===== config.mk =====
export PLATFORM = sky130hd
export DESIGN_NAME = moving_average_cubic_linearizer_core
export DESIGN_NICKNAME = d
export VERILOG_FILES = /design/src/sv/macl_pkg.sv /design/src/sv/macl_ctrl.sv /design/src/sv/macl_dpath.sv /design/src/sv/moving_average_cubic_linearizer_core.sv
export VERILOG_INCLUDE_DIRS = /design/src /design/src/sv
export SDC_FILE = /design/constraint.sdc
export NUM_CORES = 2
export LEC_CHECK = 0
export ABC_CLOCK_PERIOD_IN_PS = 18900
export BUFFER_PORTS_ARGS = -buffer_cell sky130_fd_sc_hd__clkbuf_2
export CELL_PAD_IN_SITES_DETAIL_PLACEMENT = 0
export CELL_PAD_IN_SITES_GLOBAL_PLACEMENT = 1
export CORE_MARGIN = 10
export CORE_UTILIZATION = 40
export CTS_CLUSTER_SIZE = 14
export DETAILED_ROUTE_END_ITERATION = 12
export PLACE_DENSITY_LB_ADDON = 0.1
export REMOVE_ABC_BUFFERS = 1
export SYNTH_ARGS = -nofsm -noshare
export SYNTH_HDL_FRONTEND = slang
export SYNTH_SLANG_ARGS = --single-unit

===== constraint.sdc =====
create_clock -name clk -period 18.9 [get_ports clk]
set_input_delay 1.89 -clock clk [delete_from_list [all_inputs] [get_ports clk]]
set_output_delay 1.89 -clock clk [all_outputs]
set_load 0.05 [all_outputs]

===== src/sv/moving_average_cubic_linearizer_core_assert.svh =====
// Assertion macros for the moving average linearizer controller
`ifndef MOVING_AVERAGE_CUBIC_LINEARIZER_CORE_ASSERT_SVH
`define MOVING_AVERAGE_CUBIC_LINEARIZER_CORE_ASSERT_SVH

`ifndef ASSERT_OFF
// same-cycle implication
`define MACL_ASSERT_IMP(lbl, ante, cons) \
	lbl: assert property (@(posedge clk) disable iff (!arst_n) (ante) |-> (cons)) \
		else $error("macl: implication check failed");
// next-cycle implication
`define MACL_ASSERT_NXT(lbl, ante, cons) \
	lbl: assert property (@(posedge clk) disable iff (!arst_n) (ante) |=> (cons)) \
		else $error("macl: next-cycle check failed");
`else
`define MACL_ASSERT_IMP(lbl, ante, cons)
`define MACL_ASSERT_NXT(lbl, ante, cons)
`endif

`endif


===== src/sv/macl_pkg.sv =====
// Shared constants and types for the moving average cubic linearizer
package macl_pkg;

	// averaging window
	localparam int WINDOW = 16;
	localparam int IDX_W  = (WINDOW > 1) ? $clog2(WINDOW) : 1;
	localparam int SMP_W  = 10;
	localparam int SUM_W  = SMP_W + $clog2(WINDOW);

	// fixed point curve
	localparam int COEF_W = 48;
	localparam int FRAC_W = 32;
	localparam int MUL_W  = 51;   // clamped accumulator fits here
	localparam int ACC_W  = 62;   // full product width
	localparam int OUT_W  = 10;

	// register indexes
	localparam logic [1:0] REG_CUBIC  = 2'd0;
	localparam logic [1:0] REG_SQUARE = 2'd1;
	localparam logic [1:0] REG_LINEAR = 2'd2;
	localparam logic [1:0] REG_OFFSET = 2'd3;

	// coefficient reset values
	localparam logic signed [COEF_W-1:0] RST_CUBIC  = -48'sd3865;
	localparam logic signed [COEF_W-1:0] RST_SQUARE = 48'sd6442451;
	localparam logic signed [COEF_W-1:0] RST_LINEAR = -48'sd3954805886;
	localparam logic signed [COEF_W-1:0] RST_OFFSET = 48'sd976372915400;

	// Horner step sequencing
	localparam logic [1:0] LAST_STEP = 2'd2;

	typedef enum logic [1:0] {
		SEL_SQUARE = 2'd0,
		SEL_LINEAR = 2'd1,
		SEL_OFFSET = 2'd2
	} coef_sel_t;

	// controller to datapath commands
	typedef struct packed {
		logic      load;    // take a new sample, update ring and sum
		logic      step;    // one Horner multiply-add
		coef_sel_t sel;     // coefficient added in this step
		logic      clamp;   // bound the accumulator after this step
		logic      finish;  // scale, saturate and load the output register
	} macl_cmd_t;

endpackage


===== src/sv/macl_ctrl.sv =====
// Controller: request handshakes and Horner step sequencing
`include "moving_average_cubic_linearizer_core_assert.svh"

module macl_ctrl
	import macl_pkg::*;
(
	input  logic      clk,
	input  logic      arst_n,
	input  logic      in_valid,
	output logic      in_stall,
	output logic      out_valid,
	input  logic      out_stall,
	output macl_cmd_t cmd
);

	typedef enum logic [2:0] {
		ST_IDLE = 3'b001,
		ST_STEP = 3'b010,
		ST_FIN  = 3'b100
	} state_t;

	state_t     state_q, state_d;
	logic [1:0] cnt_q;
	logic       out_valid_q;
	logic       can_fin;
	logic       accept;

	// output register free or being emptied this cycle
	assign can_fin  = !out_valid_q || !out_stall;
	assign in_stall = !((state_q == ST_IDLE) || ((state_q == ST_FIN) && can_fin));
	assign accept   = in_valid && !in_stall;
	assign out_valid = out_valid_q;

	// command decode
	always_comb begin
		cmd        = '0;
		cmd.load   = accept;
		cmd.step   = (state_q == ST_STEP);
		cmd.finish = (state_q == ST_FIN) && can_fin;
		unique case (cnt_q)
			2'd0: cmd.sel = SEL_SQUARE;
			2'd1: cmd.sel = SEL_LINEAR;
			default: cmd.sel = SEL_OFFSET;
		endcase
		cmd.clamp = (cnt_q != LAST_STEP);
	end

	// next state
	always_comb begin
		state_d = state_q;
		unique case (state_q)
			ST_IDLE: begin
				if (accept) state_d = ST_STEP;
			end
			ST_STEP: begin
				if (cnt_q == LAST_STEP) state_d = ST_FIN;
			end
			ST_FIN: begin
				if (can_fin) state_d = accept ? ST_STEP : ST_IDLE;
			end
			default: state_d = ST_IDLE;
		endcase
	end

	// state, step counter and output valid
	always_ff @(posedge clk or negedge arst_n) begin
		if (!arst_n) begin
			state_q     <= ST_IDLE;
			cnt_q       <= '0;
			out_valid_q <= 1'b0;
		end else begin
			state_q <= state_d;
			if (accept)
				cnt_q <= '0;
			else if (cmd.step)
				cnt_q <= cnt_q + 2'd1;
			if (cmd.finish)
				out_valid_q <= 1'b1;
			else if (!out_stall)
				out_valid_q <= 1'b0;
		end
	end

	`MACL_ASSERT_NXT(a_accept_starts, accept, (state_q == ST_STEP) && (cnt_q == 2'd0))
	`MACL_ASSERT_NXT(a_last_step_fin, (state_q == ST_STEP) && (cnt_q == LAST_STEP), state_q == ST_FIN)
	`MACL_ASSERT_NXT(a_finish_valid, cmd.finish, out_valid_q)

endmodule


===== src/sv/macl_dpath.sv =====
// Datapath: sample ring, running sum, shared Horner multiplier and output register
module macl_dpath
	import macl_pkg::*;
(
	input  logic                     clk,
	input  logic                     arst_n,
	input  macl_cmd_t                cmd,
	input  logic                     cfg_we,
	input  logic [1:0]               cfg_index,
	input  logic [COEF_W-1:0]        cfg_wdata,
	input  logic [SMP_W-1:0]         sample,
	output logic [SMP_W-1:0]         mean,
	output logic signed [OUT_W-1:0]  distance
);

	localparam logic signed [ACC_W:0] ACC_LIMIT = (ACC_W+1)'(64'sd1 <<< 49);
	localparam logic signed [ACC_W-FRAC_W-1:0] Q_MAX = (ACC_W-FRAC_W)'(511);
	localparam logic signed [ACC_W-FRAC_W-1:0] Q_MIN = -(ACC_W-FRAC_W)'(512);

	logic [SMP_W-1:0]         ring_q [WINDOW];
	logic [IDX_W-1:0]         idx_q;
	logic [SUM_W-1:0]         sum_q;
	logic signed [COEF_W-1:0] c3_q, c2_q, c1_q, c0_q;
	logic signed [ACC_W-1:0]  acc_q;
	logic [SMP_W-1:0]         mean_q;
	logic signed [OUT_W-1:0]  dist_q;

	logic [SMP_W-1:0]               mean_c;
	logic signed [MUL_W-1:0]        mul_a;
	logic signed [SMP_W:0]          mul_b;
	logic signed [ACC_W-1:0]        prod_c;
	logic signed [COEF_W-1:0]       coef_c;
	logic signed [ACC_W:0]          sum_c;
	logic signed [ACC_W-1:0]        acc_d;
	logic signed [ACC_W-FRAC_W-1:0] q_c;
	logic signed [OUT_W-1:0]        dist_c;

	// truncated mean of the window
	assign mean_c = SMP_W'(sum_q / SUM_W'(WINDOW));

	// coefficient registers
	always_ff @(posedge clk or negedge arst_n) begin
		if (!arst_n) begin
			c3_q <= RST_CUBIC;
			c2_q <= RST_SQUARE;
			c1_q <= RST_LINEAR;
			c0_q <= RST_OFFSET;
		end else if (cfg_we) begin
			unique case (cfg_index)
				REG_CUBIC:  c3_q <= cfg_wdata;
				REG_SQUARE: c2_q <= cfg_wdata;
				REG_LINEAR: c1_q <= cfg_wdata;
				REG_OFFSET: c0_q <= cfg_wdata;
				default: ;
			endcase
		end
	end

	// sample ring, running sum and write index
	always_ff @(posedge clk or negedge arst_n) begin
		if (!arst_n) begin
			for (int i = 0; i < WINDOW; i++) ring_q[i] <= '0;
			idx_q <= '0;
			sum_q <= '0;
		end else if (cmd.load) begin
			ring_q[idx_q] <= sample;
			sum_q <= sum_q - SUM_W'(ring_q[idx_q]) + SUM_W'(sample);
			idx_q <= (idx_q == IDX_W'(WINDOW - 1)) ? '0 : idx_q + IDX_W'(1);
		end
	end

	// one Horner multiply-add per step
	always_comb begin
		unique case (cmd.sel)
			SEL_SQUARE: coef_c = c2_q;
			SEL_LINEAR: coef_c = c1_q;
			SEL_OFFSET: coef_c = c0_q;
			default:    coef_c = c0_q;
		endcase
		mul_a  = acc_q[MUL_W-1:0];
		mul_b  = signed'({1'b0, mean_c});
		prod_c = mul_a * mul_b;
		sum_c  = (ACC_W+1)'(prod_c) + (ACC_W+1)'(coef_c);
		// bound the intermediate so it stays within the multiplier input
		priority if (cmd.clamp && (sum_c > ACC_LIMIT))
			acc_d = ACC_W'(ACC_LIMIT);
		else if (cmd.clamp && (sum_c < -ACC_LIMIT))
			acc_d = ACC_W'(-ACC_LIMIT);
		else
			acc_d = ACC_W'(sum_c);
	end

	always_ff @(posedge clk) begin
		if (cmd.load)
			acc_q <= ACC_W'(c3_q);
		else if (cmd.step)
			acc_q <= acc_d;
	end

	// divide by 2^32 toward zero, then saturate
	always_comb begin
		q_c = acc_q[ACC_W-1:FRAC_W] + (ACC_W-FRAC_W)'(acc_q[ACC_W-1] && (|acc_q[FRAC_W-1:0]));
		priority if (q_c > Q_MAX)
			dist_c = OUT_W'(Q_MAX);
		else if (q_c < Q_MIN)
			dist_c = OUT_W'(Q_MIN);
		else
			dist_c = q_c[OUT_W-1:0];
	end

	// result register
	always_ff @(posedge clk) begin
		if (cmd.finish) begin
			mean_q <= mean_c;
			dist_q <= dist_c;
		end
	end

	assign mean     = mean_q;
	assign distance = dist_q;

endmodule


===== src/sv/moving_average_cubic_linearizer_core.sv =====
// A request is accepted, the Horner steps run in ST_STEP, and ST_FIN loads the result into
// the output register once it is free; the shared multiplier does one Horner step a cycle.
// A new request is taken in the cycle the previous result enters the output register.
// Reset (arst_n low): sample ring, running sum and write index cleared, coefficients
// return to their defaults, no result pending; no clearing pass is needed.
module moving_average_cubic_linearizer_core
	import macl_pkg::*;
(
	input  logic                     clk,
	input  logic                     arst_n,
	input  logic                     in_valid,
	output logic                     in_stall,
	input  logic [SMP_W-1:0]         sample,
	output logic                     out_valid,
	input  logic                     out_stall,
	output logic [SMP_W-1:0]         mean,
	output logic signed [OUT_W-1:0]  distance,
	input  logic                     cfg_we,
	input  logic [1:0]               cfg_index,
	input  logic [COEF_W-1:0]        cfg_wdata
);

	macl_cmd_t cmd;

	// handshakes and sequencing
	macl_ctrl u_ctrl (
		.clk       (clk),
		.arst_n    (arst_n),
		.in_valid  (in_valid),
		.in_stall  (in_stall),
		.out_valid (out_valid),
		.out_stall (out_stall),
		.cmd       (cmd)
	);

	// averaging and curve evaluation
	macl_dpath u_dpath (
		.clk       (clk),
		.arst_n    (arst_n),
		.cmd       (cmd),
		.cfg_we    (cfg_we),
		.cfg_index (cfg_index),
		.cfg_wdata (cfg_wdata),
		.sample    (sample),
		.mean      (mean),
		.distance  (distance)
	);

endmodule


==> metrics.txt <==
status finished, final reports clean; final setup TNS 0 ps; drt initial violations ~1700; CP Capture Type flop; Syn Std Cell Area between 40000 and 50000 µm²; number of synthesized register bits 458; TritonCTS Sinks approximately 460; Root Buffer clkbuf_16; Hold Slack 473 ps; final hold vios 0; CP Class reg -> reg; cts hold-fix bufs 0; share of cells above drive strength 1 between 15 and 20%; most common cell after layout, fill and taps aside nand2_1; I/O pin count 87; clock latency on the worst-skew pair about 680 ps; final net count approximately 4700; H-tree depth 2; initial antenna violation count 5; Avg WL per Cell 22.9 µm; critical path required time just under 20000 ps; vias in the first global route between 30000 and 40000; r2r worst-path depth 26; TritonRoute pass-1 iters 5; Final ANT Viol Nets 0; Worst-path clk slew 70 ps; largest net degree at the start of global routing between 70 and 80; CP Launch Type flop; fin crit share 53.1%; Mapped Cells roughly 4100; # setup viols final 0; first-pass GRT wire length about 190000 µm; fill count between 9000 and 10000; routability cong. between 0.9 and 1; drt total wl around 120000 µm; worst hold path class reg -> reg; CTS max path bufs 3; die area around 110000 µm²; CTS tree yes; half-perimeter wire length after placement about 92000 µm; Max Clk Rate between 90 and 100 MHz; Die Ht roughly 340 µm; Post-synth ARST share a little over 80%; main flop type after synthesis dfrtp_1; register area share after synthesis about 30%; routed vias/inst around 5.3; synth warn 0; DR DRC count 0; Max Cap Viol 0; worst rel slew slack roughly a fifth; critical path fanouts, max 46; setup bufs post-CTS 0; via count slightly below 30000; cts bufs inserted 57; Synth-to-Final Area Change 8.72%; Starting Density around two fifths; Rows roughly 120; Final Skew 40.3 ps; RSZ-0062 raised after global routing false; library cells used by synthesis 93; CP arrival 10500 ps; Horiz. Die Dim around 340 µm; gr usage total between 20% and 30%; Final min period between 10000 and 15000 ps; Worst Max-Slew Pin Slew approximately 1200 ps; GR Overflow Total 0; Syn Area/Cell 9.97 µm²; # resized after CTS 0; Core Box Area around 100000 µm²; number of synthesized flops with an enable pin 82; flop-to-flop setup slack around 9000 ps; number of port buffers 86; Final Max Tran Viols 0; hold depth 2; commonest non-fill, non-tap cells in the layout 631 x nand2_1, 615 x inv_1, 489 x fa_1, 263 x dfrtp_1, 247 x mux2_2
[metal layers]
metal / vias to the layer above / GRT usage, % / routed length (µm)
met3: 165 / 2.69 / 5300
met4: 4 / 5.99 / 3380
met5: - / 0 / 27
met2: 601 / 37.3 / 61500
li1: 13200 / - / -
met1: 15000 / 28.5 / 54200
[registers in the layout, summed over array words and instances, names as in the netlist]
register,count
u_dpath.c1_q,48
u_dpath.distance,10
u_dpath.c3_q,48
u_dpath.c2_q,48
u_dpath.acc_q,62
u_dpath.idx_q,4
u_ctrl.state_q,3
u_dpath.mean,10
u_ctrl.out_valid,1
u_dpath.sum_q,14
u_dpath.ring_q,160
u_dpath.c0_q,48
u_ctrl.cnt_q,2
[cells by family (layout without fill, tap and decap cells)]
kind of cell	Yosys count	in the layout	share of synthesized area [%]
XOR/XNOR	72	72	1.55
flip-flops	458	458	29.5
multiplexers	301	301	9.70
AO/OA/AOI/OAI	638	638	9.84
adder cells (fa/ha/maj)	645	645	28.8
AND/OR/NAND/NOR	1108	1108	12.5
other	0	3	0
buffers and inverters	861	846	8.04
[worst paths after layout]
| kind | startpoint | to |
|---|---|---|
| max | u_ctrl.cnt_q[0] | u_dpath.acc_q[24] |
| min in group asynchronous | arst_n | u_dpath.c1_q[19] |
| min reg2reg | u_dpath.ring_q[55] | u_dpath.ring_q[55] |
| max reg2reg | u_ctrl.cnt_q[0] | u_dpath.acc_q[24] |
| min | u_dpath.ring_q[55] | u_dpath.ring_q[55] |
| max in group asynchronous | arst_n | u_dpath.ring_q[38] |
[final cells by class]
class | instances | area, µm² | area share [%]
multi-input cells | 2764 | 25500 | 57.6
flip-flops and latches | 458 | 12000 | 27.1
inverters | 615 | 2310 | 5.22
clock buffers | 85 | 1720 | 3.88
well taps | 1357 | 1700 | 3.84
repair buffers | 124 | 726 | 1.64
clock inverters | 22 | 283 | 0.639
diodes | 3 | 7.51 | 0.0170
[stage by stage]
step | setup WS, ps | utilization (%) | instance area [µm²] | instances
floorplan | 8790 | - | 39700 | 3837
global placement | 9030 | 42.0 | 42200 | 5318
detailed placement | 9010 | 42.0 | 42200 | 5318
CTS | 9000 | 44.0 | 44200 | 5425
global route | 8380 | 44.0 | 44200 | 5426
finish | 8860 | 44.0 | 44300 | 5428
[Yosys cell counts (all sizes together), types with 35 or more instances]
master | number | area, µm²
a21oi | 150 | 758
a22o | 48 | 420
and2 | 158 | 988
buf | 38 | 183
clkbuf | 208 | 781
dfrtp | 274 | 6860
dfstp | 102 | 2680
edfxtp | 82 | 2460
fa | 489 | 9790
ha | 156 | 1950
inv | 615 | 2310
mux2 | 247 | 2780
mux4 | 50 | 1130
nand2 | 631 | 2370
nand3 | 35 | 175
nand4 | 42 | 275
nor2 | 111 | 417
o21ai | 252 | 1270
xnor2 | 51 | 447
[critical path, cell delays in order, from the launching register on]
cell       delay, ps
dfrtp_1          410
inv_1            100
ha_2             560
buf_4            540
nor2_4            80
buf_4            400
a21oi_1          450
fa_1             450
inv_1             80
fa_1             430
fa_1             490
inv_1             60
fa_1             540
inv_1             70
ha_1             460
a21oi_1          450
o21ai_1          270
a2bb2oi_2        250
a21oi_2          150
nor4_1           780
o221ai_1         280
nor4_1           320
nand4_1          190
nor4_1           760
o22ai_4          440
buf_4            410
o41ai_1          350
Power is left out: the tool's default activity adds up to more than one toggle a clock period on the data nets, which glitch-free logic cannot reach.
